<file path="config.mk">
export PLATFORM = sky130hd
export DESIGN_NAME = bcd_rtc_to_epoch_seconds_top
export DESIGN_NICKNAME = d
export VERILOG_FILES = /design/src/rtl/brte_pkg.sv /design/src/rtl/bcd_rtc_to_epoch_seconds_top.sv
export SDC_FILE = /design/constraint.sdc
export NUM_CORES = 1
export LEC_CHECK = 0
export ABC_AREA = 1
export ABC_CLOCK_PERIOD_IN_PS = 5860
export BUFFER_PORTS_ARGS = -buffer_cell sky130_fd_sc_hd__buf_2
export CORE_UTILIZATION = 63
export DETAILED_ROUTE_END_ITERATION = 10
export PLACE_DENSITY_LB_ADDON = 0.2
export SYNTH_ARGS = -nofsm -noshare
export SYNTH_HDL_FRONTEND = slang
export SYNTH_SLANG_ARGS = --single-unit
</file>
<file path="constraint.sdc">
create_clock -name i_clk -period 5.86 [get_ports i_clk]
set_input_delay 1.172 -clock i_clk [delete_from_list [all_inputs] [get_ports i_clk]]
set_output_delay 1.172 -clock i_clk [all_outputs]
set_load 0.01 [all_outputs]
</file>
<file path="src/rtl/brte_pkg.sv">
// ============================================================================
// brte_pkg
// Types and calendar tables shared by the RTC snapshot to epoch converter.
// ============================================================================
`default_nettype none

package brte_pkg;

    // One RTC register snapshot.
    typedef struct packed {
        logic [7:0] seconds_reg;
        logic [7:0] minutes_reg;
        logic [7:0] hours_reg;
        logic [7:0] day_reg;
        logic [7:0] month_reg;
        logic [7:0] year_reg;
        logic [7:0] flag_reg;
        logic [7:0] control_reg;
    } t_in;

    // One converted result.
    typedef struct packed {
        logic        valid_res;
        logic [32:0] epoch_seconds;
    } t_out;

    localparam logic [11:0] MIN_YEAR_RESET = 12'd2025;
    localparam logic [11:0] BASE_YEAR      = 12'd2000;
    // Days from 1970-01-01 to 2000-01-01.
    localparam logic [16:0] DAYS_TO_2000   = 17'd10957;
    localparam logic [16:0] SECS_PER_DAY   = 17'd86400;
    localparam int          FLAG_VLOW_BIT  = 1;
    localparam int          CTRL_STOP_BIT  = 6;

    // High nibble times ten plus low nibble; non-decimal nibbles are decoded by the same formula.
    function automatic logic [7:0] bcd_dec(input logic [7:0] b);
        logic [7:0] hi;
        hi = {4'd0, b[7:4]};
        return (hi << 3) + (hi << 1) + {4'd0, b[3:0]};
    endfunction

    // Days in the months before this one, in a common year.
    function automatic logic [8:0] days_before_month(input logic [4:0] m);
        logic [8:0] d;
        unique case (m)
            5'd1:    d = 9'd0;
            5'd2:    d = 9'd31;
            5'd3:    d = 9'd59;
            5'd4:    d = 9'd90;
            5'd5:    d = 9'd120;
            5'd6:    d = 9'd151;
            5'd7:    d = 9'd181;
            5'd8:    d = 9'd212;
            5'd9:    d = 9'd243;
            5'd10:   d = 9'd273;
            5'd11:   d = 9'd304;
            5'd12:   d = 9'd334;
            default: d = 9'd0;
        endcase
        return d;
    endfunction

    // Length of a month; zero for a month number that does not exist.
    function automatic logic [4:0] month_len(input logic [4:0] m, input logic leap);
        logic [4:0] d;
        unique case (m)
            5'd1, 5'd3, 5'd5, 5'd7, 5'd8, 5'd10, 5'd12: d = 5'd31;
            5'd4, 5'd6, 5'd9, 5'd11:                   d = 5'd30;
            5'd2:                                      d = leap ? 5'd29 : 5'd28;
            default:                                   d = 5'd0;
        endcase
        return d;
    endfunction

endpackage

`default_nettype wire

</file>
<file path="src/rtl/bcd_rtc_to_epoch_seconds_top.sv">
// ============================================================================
// bcd_rtc_to_epoch_seconds_top
// Converts a BCD RTC register snapshot into a validity bit and Unix seconds.
// ============================================================================
//
//  Channel  Direction  Handshake                  Payload
//  -------  ---------  -------------------------  ---------------------------
//  in       sink       i_in_valid / o_in_stall    i_in_data  (t_in)
//  out      source     o_out_valid / i_out_stall  o_out_data (t_out)
//  cfg      sink       i_cfg_wr_en                i_cfg_wr_data (min_year)
//
//  Four register stages: BCD decode, range checks with day count, day to
//  seconds multiply, final add. One item can enter every cycle unless
//  o_in_stall is high. Each stage holds its item while the stage after it
//  is full and stalled, so a stall on the output backs up stage by stage and
//  reaches o_in_stall only when all four stages are full. Reset clears the
//  stage valid bits and returns min_year to 2025.
//
`default_nettype none

module bcd_rtc_to_epoch_seconds_top
    import brte_pkg::*;
(
    input  wire logic        i_clk,
    input  wire logic        i_rst_n,
    input  wire logic        i_in_valid,
    output logic             o_in_stall,
    input  wire t_in         i_in_data,
    output logic             o_out_valid,
    input  wire logic        i_out_stall,
    output t_out             o_out_data,
    input  wire logic        i_cfg_wr_en,
    input  wire logic [11:0] i_cfg_wr_data
);

    logic [11:0] r_min_year;

    logic en1, en2, en3, en4;

    // Stage 1: decoded fields.
    logic       r_v1;
    logic [6:0] r_sec1, r_min1;
    logic [5:0] r_hour1, r_day1;
    logic [4:0] r_mon1;
    logic [7:0] r_yo1;
    logic       r_bad1;

    // Stage 2: checks and day count.
    logic        r_v2, r_ok2;
    logic [16:0] r_days2, r_tod2;
    logic        n_ok2;
    logic [16:0] n_days2, n_tod2;
    logic        leap2;
    logic [4:0]  last2;
    logic [7:0]  leaps2;
    logic [11:0] year2;

    // Stage 3: days in seconds.
    logic        r_v3, r_ok3;
    logic [32:0] r_prod3;
    logic [16:0] r_tod3;

    // Stage 4: output register.
    logic        r_v4;
    t_out        r_out4;

    assign en4 = !r_v4 || !i_out_stall;
    assign en3 = !r_v3 || en4;
    assign en2 = !r_v2 || en3;
    assign en1 = !r_v1 || en2;

    assign o_in_stall  = !en1;
    assign o_out_valid = r_v4;
    assign o_out_data  = r_out4;

    always_ff @(posedge i_clk) begin
        if (!i_rst_n) begin
            r_min_year <= MIN_YEAR_RESET;
        end else if (i_cfg_wr_en) begin
            r_min_year <= i_cfg_wr_data;
        end
    end

    always_ff @(posedge i_clk) begin
        if (!i_rst_n) begin
            r_v1 <= 1'b0;
            r_v2 <= 1'b0;
            r_v3 <= 1'b0;
            r_v4 <= 1'b0;
        end else begin
            if (en1) r_v1 <= i_in_valid;
            if (en2) r_v2 <= r_v1;
            if (en3) r_v3 <= r_v2;
            if (en4) r_v4 <= r_v3;
        end
    end

    always_ff @(posedge i_clk) begin
        if (en1) begin
            r_sec1  <= 7'(bcd_dec({1'b0, i_in_data.seconds_reg[6:0]}));
            r_min1  <= 7'(bcd_dec({1'b0, i_in_data.minutes_reg[6:0]}));
            r_hour1 <= 6'(bcd_dec({2'b0, i_in_data.hours_reg[5:0]}));
            r_day1  <= 6'(bcd_dec({2'b0, i_in_data.day_reg[5:0]}));
            r_mon1  <= 5'(bcd_dec({3'b0, i_in_data.month_reg[4:0]}));
            r_yo1   <= bcd_dec(i_in_data.year_reg);
            r_bad1  <= i_in_data.flag_reg[FLAG_VLOW_BIT]
                     | i_in_data.control_reg[CTRL_STOP_BIT];
        end
    end

    // Within 2000..2165 only 2100 breaks the every-fourth-year rule.
    always_comb begin
        leap2  = (r_yo1[1:0] == 2'd0) && (r_yo1 != 8'd100);
        last2  = month_len(r_mon1, leap2);
        year2  = {4'd0, r_yo1} + BASE_YEAR;
        // Leap days in the years 2000 up to the year before this one.
        leaps2 = 8'(({1'b0, r_yo1} + 9'd3) >> 2) - ((r_yo1 > 8'd100) ? 8'd1 : 8'd0);
        n_ok2  = !r_bad1
              && (r_mon1 >= 5'd1) && (r_mon1 <= 5'd12)
              && (r_day1 != 6'd0) && (r_day1 <= {1'b0, last2})
              && (year2 >= r_min_year)
              && (r_hour1 <= 6'd23) && (r_min1 <= 7'd59) && (r_sec1 <= 7'd59);
        n_days2 = DAYS_TO_2000
                + 17'(r_yo1 * 17'd365)
                + {9'd0, leaps2}
                + {8'd0, days_before_month(r_mon1)}
                + {16'd0, leap2 && (r_mon1 > 5'd2)}
                + {11'd0, r_day1} - 17'd1;
        n_tod2 = 17'(r_hour1 * 17'd3600) + 17'(r_min1 * 17'd60) + {10'd0, r_sec1};
    end

    always_ff @(posedge i_clk) begin
        if (en2) begin
            r_ok2   <= n_ok2;
            r_days2 <= n_days2;
            r_tod2  <= n_tod2;
        end
    end

    always_ff @(posedge i_clk) begin
        if (en3) begin
            r_ok3   <= r_ok2;
            r_prod3 <= {16'd0, r_days2} * {16'd0, SECS_PER_DAY};
            r_tod3  <= r_tod2;
        end
    end

    always_ff @(posedge i_clk) begin
        if (en4) begin
            r_out4.valid_res     <= r_ok3;
            r_out4.epoch_seconds <= r_ok3 ? (r_prod3 + {16'd0, r_tod3}) : 33'd0;
        end
    end

    a_invalid_zero: assert property (@(posedge i_clk) disable iff (!i_rst_n)
        (o_out_valid && !o_out_data.valid_res) |-> (o_out_data.epoch_seconds == 33'd0))
        else $error("invalid result carries a nonzero epoch");

    a_valid_floor: assert property (@(posedge i_clk) disable iff (!i_rst_n)
        (o_out_valid && o_out_data.valid_res) |-> (o_out_data.epoch_seconds >= 33'd946684800))
        else $error("valid result lies before the year 2000");

    a_stall_full: assert property (@(posedge i_clk) disable iff (!i_rst_n)
        o_in_stall |-> (r_v1 && r_v2 && r_v3 && r_v4))
        else $error("input stalled while a stage is empty");

    a_hold_stage3: assert property (@(posedge i_clk) disable iff (!i_rst_n)
        (r_v4 && r_v3 && i_out_stall) |=> (r_v3 && $stable(r_prod3)))
        else $error("stage three lost its item under a stall");

    a_tod_range: assert property (@(posedge i_clk) disable iff (!i_rst_n)
        (r_v3 && r_ok3) |-> (r_tod3 < SECS_PER_DAY))
        else $error("time of day out of range on a valid item");

endmodule

`default_nettype wire

</file>
## Yosys cells after proc, flatten, opt, wreduce, memory -nomap -nowiden

Memory sizes are Yosys's and may differ from the RTL's. A register that Yosys moved wholly into a read port is not among the register bits.
Index checks and enable logic that the tools add are counted.
W data, S select, Z words.

- Memories kept: 1
- Input bits: 81
- Memory bits (read-only): 144
- Logic and storage cells: 102
- Register bits: 169
- Output and inout port bits: 36

Memories:

| name | words | bits a word | rd ports | clocked after Yosys merged registers in | wr ports | line | RTL |
|---|---|---|---|---|---|---|---|
| (name not given) | 16 | 9 | 1 | 1 | 0 | brte_pkg.sv:45 | `unique case (m)` |

- Magnitude comparators: 9
- Add/subtract/negate cells: 24
- Reductions and logical operators: 25
- Bitwise gates (word level): 1
- $mul: 4
- Mux-type cells: 5
- Equal/unequal tests: 13

Operators with widths:

| operator | count |
|---|---|
| $add A33 B17 Y33 | 1 |
| $mul A17 B10 Y26 const B | 1 |
| $eq A5 B4 Y1 const B | 5 |
| $eq A5 B3 Y1 const B | 4 |
| $add A14 B17 Y17 const A | 1 |
| $add A17 B1 Y17 | 1 |
| $add A17 B13 Y17 | 1 |
| $add A17 B6 Y17 | 1 |
| $add A17 B7 Y17 | 1 |
| $add A17 B8 Y17 | 1 |
| $add A17 B9 Y17 | 1 |
| $mul A8 B9 Y17 const B | 1 |
| $sub A17 B1 Y17 const B | 1 |
| $pmux W5 S3 | 1 |
| $add A6 B4 Y7 | 2 |
| $add A7 B4 Y7 | 2 |
| $le A7 B6 Y1 const B | 2 |
| $mul A6 B8 Y13 const B | 1 |
| $add A5 B3 Y6 | 2 |
| $add A6 B4 Y6 | 2 |
| $add A8 B11 Y12 const B | 1 |
| $ge A12 B12 Y1 | 1 |
| $mul A7 B4 Y11 const B | 1 |
| $eq A5 B2 Y1 const B | 2 |
| other kinds (25) | 44 |

## Logic depth before layout (Yosys ltp)

- Depth in word-level cells: 10
- Depth in mapped cells: 28
- Mapped depth without buffers: 27

## Worst setup path after synthesis

Ideal clock, no wire load.

- Kind: register -> register
- From: register r_yo1[7]
- To: register r_days2[15], data pin
- Period minus slack after synthesis: 5.326 ns
- Stages on the path, launching flop included: 27
- Required time: 5.608 ns
- Library setup time: 0.252 ns
- Arrival time: 5.073 ns
- Path slack: 0.534 ns
- Buffers on the path: 1
- Cell sequence: edfxtp_1 > clkbuf_1 > inv_1 > ha_1 > nand2_1 > nor2_1 > a211oi_1 > a31oi_1 > ha_1 > ha_1 > inv_1 > nor3_1 > xor2_1 > ha_1 > fa_1 > fa_1 > inv_1 > fa_1 > inv_1 > ha_1 > nand2_1 > o21ai_1 > nand3_1 > nand2_1 > nand3_1 > nand3_1 > nand2_1

- Word-level cells in the longest chain between the ends: 8
- Elaborated cells between the ends (all ways): 14
- Classes of those cells: add/sub: 8; mul: 1; order compare: 1; eq/ne: 1; mux: 1; reduce/logical: 2

RTL lines:

| item | line | RTL |
|---|---|---|
| start: declaration | bcd_rtc_to_epoch_seconds_top.sv:45 | `logic [7:0] r_yo1;` |
| start signal: assignment | bcd_rtc_to_epoch_seconds_top.sv:105 | `r_yo1 <= bcd_dec(i_in_data.year_reg);` |
| parallel branches: the longest is 5 deep, another holds $mul A8 B9 Y17 | -- |  |
| $add A17 B1 Y17 (*) | bcd_rtc_to_epoch_seconds_top.sv:127 | `+ {16'd0, leap2 && (r_mon1 > 5'd2)}` |
| $add A17 B6 Y17 (*) | bcd_rtc_to_epoch_seconds_top.sv:128 | `+ {11'd0, r_day1} - 17'd1;` |
| $sub A17 B1 Y17 (*) | bcd_rtc_to_epoch_seconds_top.sv:128 |  |
| via n_days2[15] | bcd_rtc_to_epoch_seconds_top.sv:52 | `logic [16:0] n_days2, n_tod2;` |
| end signal: assignment | bcd_rtc_to_epoch_seconds_top.sv:135 | `r_days2 <= n_days2;` |
| end: declaration | bcd_rtc_to_epoch_seconds_top.sv:50 | `logic [16:0] r_days2, r_tod2;` |

Mark *: on every way through the listed nets, which the timed path passes.
A chain may end at the register's enable or synchronous reset.

## Worst setup path after layout

- From: register r_yo1[2]
- To: register r_days2[12], data pin

The elaborated chain is that of the path after synthesis.

==> reports/qor.yml <==
status:
  status: "finished clean"
worst_setup_path:
  path_depth: 23
  critPathBufInv: 5
  cp_cell_sequence: "buf_4 -> ha_1 -> inv_1 -> nor2_1 -> xor2_1 -> nor2_1 -> nand2_1 -> xor2_1 -> fa_1 -> inv_1 -> fa_1 -> fa_1 -> inv_1 -> fa_1 -> inv_1 -> fa_1 -> nand3_1 -> nand2_1 -> nand2_1 -> nand2_1 -> nand4_1 -> nand2_1 -> xor2_1"
  crit_required_ns: 6.03
  critical_path.endpoint_type: "register"
  critPathLaunch: "r_yo1[2]"
  rrSetupSlack_ns: 0.34
  critPathArrivalTime_ns: 5.69
  critPathLaunchType: "register"
  reg2reg_depth: 23
  endpoint: "r_days2[12]"
  rr_startpoint: "r_yo1[2]"
  cpPeakStageDelay_ns: 0.52
  path_delay_family: "adder cells"
  path_max_fanout: 7
  reg2reg_to: "r_days2[12]"
  cp_slowest_cell: "edfxtp_1"
  path_class: "reg -> reg"
synth:
  synth-edff-count: 153
  synth-main-ff-cell: "edfxtp_1"
  synth_top_area_share: 0.277
  async_flop_share: 0
  syn_area_per_cell_um2: 8.91
  synth_area_um2: 16600
  yosysWarnings: 0
  ys_seq_elements: 178
  syn-instance-count: 1861
  synth_cell_type_count: 40
  yosysTopAreaCell: "edfxtp_1"
  yosysMostFrequentCell: "inv_1"
  synth.top_cells.by_area: "edfxtp_1, ha_1, fa_1"
  synth_common_cells: "inv_1, nand2_1, ha_1"
  seq_area_frac_synth: 0.307
  synthesis.nets: 2329
route:
  dr_total_vias: 12240
  first_pass_iters: 5
  routed_wl_um: 32800
  routed_via_density: 5.25
  ant_nets: 0
  drc: 0
  wire_per_inst_um: 14.1
  drt_iter0_markers: 521
layout:
  area_growth_pct: 9.41
  antenna_cells: 0
  multi_input_area_um2: 9930
  drive_above_1_share: 0.0787
  seq_area_um2: 5090
  nNetsFinal: 2450
  post-route-util: 0.700
  fill_cells: 2054
die:
  core_region_area_um2: 25900
  start_util: 0.640
  die_w_um: 164
  dieArea_um2: 27000
  row_count: 59
  ioPinCount: 117
  die_height_um: 164
hold_path:
  min_path_type: "reg -> reg"
clock_tree:
  cts.root.buffer_cell: "clkbuf_16"
  numCtsBuffers: 17
  clk_latency_ns: 0.43
  h-tree-depth: 4
  clock-sinks: 178
  clk_pin_slew_worst_paths_ns: 0.08
  clk_path_buf_depth: 2
  cts_tree: "done"
global_routing:
  grt_start_max_net_pins: 50
  grt_pass1_wl_um: 55600
  grt_usage: 0.260
  grt_pass1_vias: 12272
  grt.overflow.total: 0
  antenna_found_initial: 0
sta:
  period_needed_ns: 5.52
  final-setup-viol-count: 0
  period_share: 0.942
  tightest_slew_ns: 0.619
  slew_viol_final: 0
  hold_viol: 0
  clock_skew_ns: 0.0177
  grt_setup_unrepaired: "no"
  clock.fmax_ghz: 0.181
  relSlewSlack: 0.587
  tns_ns: 0
run:
  maxCapViolations: 0
place:
  gp_congestion: 0.915
  dp_hpwl_um: 26900
  io_buffers: 93
==> cells by family after synthesis <==
group                    after synthesis  share of synthesized area
AND/OR/NAND/NOR                      604                      0.153
XOR/XNOR                              73                     0.0386
AO/OA/AOI/OAI                        202                     0.0673
adder cells (fa/ha/maj)              387                      0.340
buffers and inverters                417                     0.0945
flip-flops                           178                      0.307
==> cell usage in the layout (no fill, tap or decap), types with 57 or more instances in the layout <==
| cell | n |
|---|---|
| inv_1 | 406 |
| nand2_1 | 332 |
| ha_1 | 281 |
| edfxtp_1 | 153 |
| nor2_1 | 121 |
| fa_1 | 106 |
| a21oi_1 | 104 |
| nand3_1 | 93 |
| buf_2 | 93 |
| o21ai_0 | 57 |
==> what timing repair did <==
item,4_1_cts,5_1_grt
setup buffers,0,6
hold buffers,0,0
endpoints found under the setup margin,0,7
gates resized for setup,0,2
==> final cells by class <==
cell class                      count  area share
Multi-Input combinational cell   1266       0.547
Tap cell                          335      0.0231
Timing Repair Buffer              111      0.0331
Sequential cell                   178       0.281
Inverter                          408      0.0844
Clock inverter                     14     0.00759
Clock buffer                       18      0.0237
==> state kept, by name, indices dropped and copies added, names as in the netlist, 5 cells and up, named ones only <==
signal,count
r_hour1,6
r_tod2,17
r_sec1,7
r_min1,7
r_days2,17
r_prod3,26
r_mon1,5
o_out_data,34
r_day1,6
r_min_year,12
r_yo1,8
r_tod3,17
==> stage by stage <==
stage | cell area (um2) | cells | worst slack [ns] | hold slack (ns)
6_report | 18100 | 2330 | 0.337 | 0.421
5_1_grt | 18100 | 2330 | 0.00732 | 0.426
4_1_cts | 18100 | 2324 | 0.165 | 0.422
3_5_place_dp | 17500 | 2292 | 0.249 | 0.405
3_3_place_gp | 17500 | 2292 | 0.347 | 0.401
2_1_floorplan | 16600 | 1861 | 0.534 | 0.400
==> worst register-to-register path, stage by stage, from the launching register on <==
cell      delay [ns]
edfxtp_1        0.52
buf_4           0.19
ha_1            0.20
inv_1           0.09
nor2_1          0.15
xor2_1          0.34
nor2_1          0.14
nand2_1         0.10
xor2_1          0.22
fa_1            0.45
inv_1           0.09
fa_1            0.44
fa_1            0.49
inv_1           0.05
fa_1            0.52
inv_1           0.07
fa_1            0.46
nand3_1         0.11
nand2_1         0.14
nand2_1         0.09
nand2_1         0.10
nand4_1         0.10
nand2_1         0.07
xor2_1          0.14
==> how the worst min path moves through the flow <==
stage / from / end / slack (ns) / cells past startpoint
floorplan: r_ok2 / r_ok3 / 0.40 / 0
global placement: r_tod2[9] / r_tod3[9] / 0.40 / 0
detailed placement: r_tod2[2] / r_tod3[2] / 0.40 / 0
CTS: r_tod2[2] / r_tod3[2] / 0.42 / 0
global route: r_tod2[9] / r_tod3[9] / 0.43 / 0
finish: r_tod2[2] / r_tod3[2] / 0.42 / 0
==> per-layer routing <==
layer	part of all wire	vias to the layer above	global-route usage
li1	-	6253	-
met1	0.44	5671	0.321
met2	0.51	267	0.476
met3	0.032	49	0.0255
met4	0.020	0	0.0779
met5	0	-	0
Power is not shown: default switching activity piles up to over one toggle a cycle in this logic, so the estimate is an artifact.
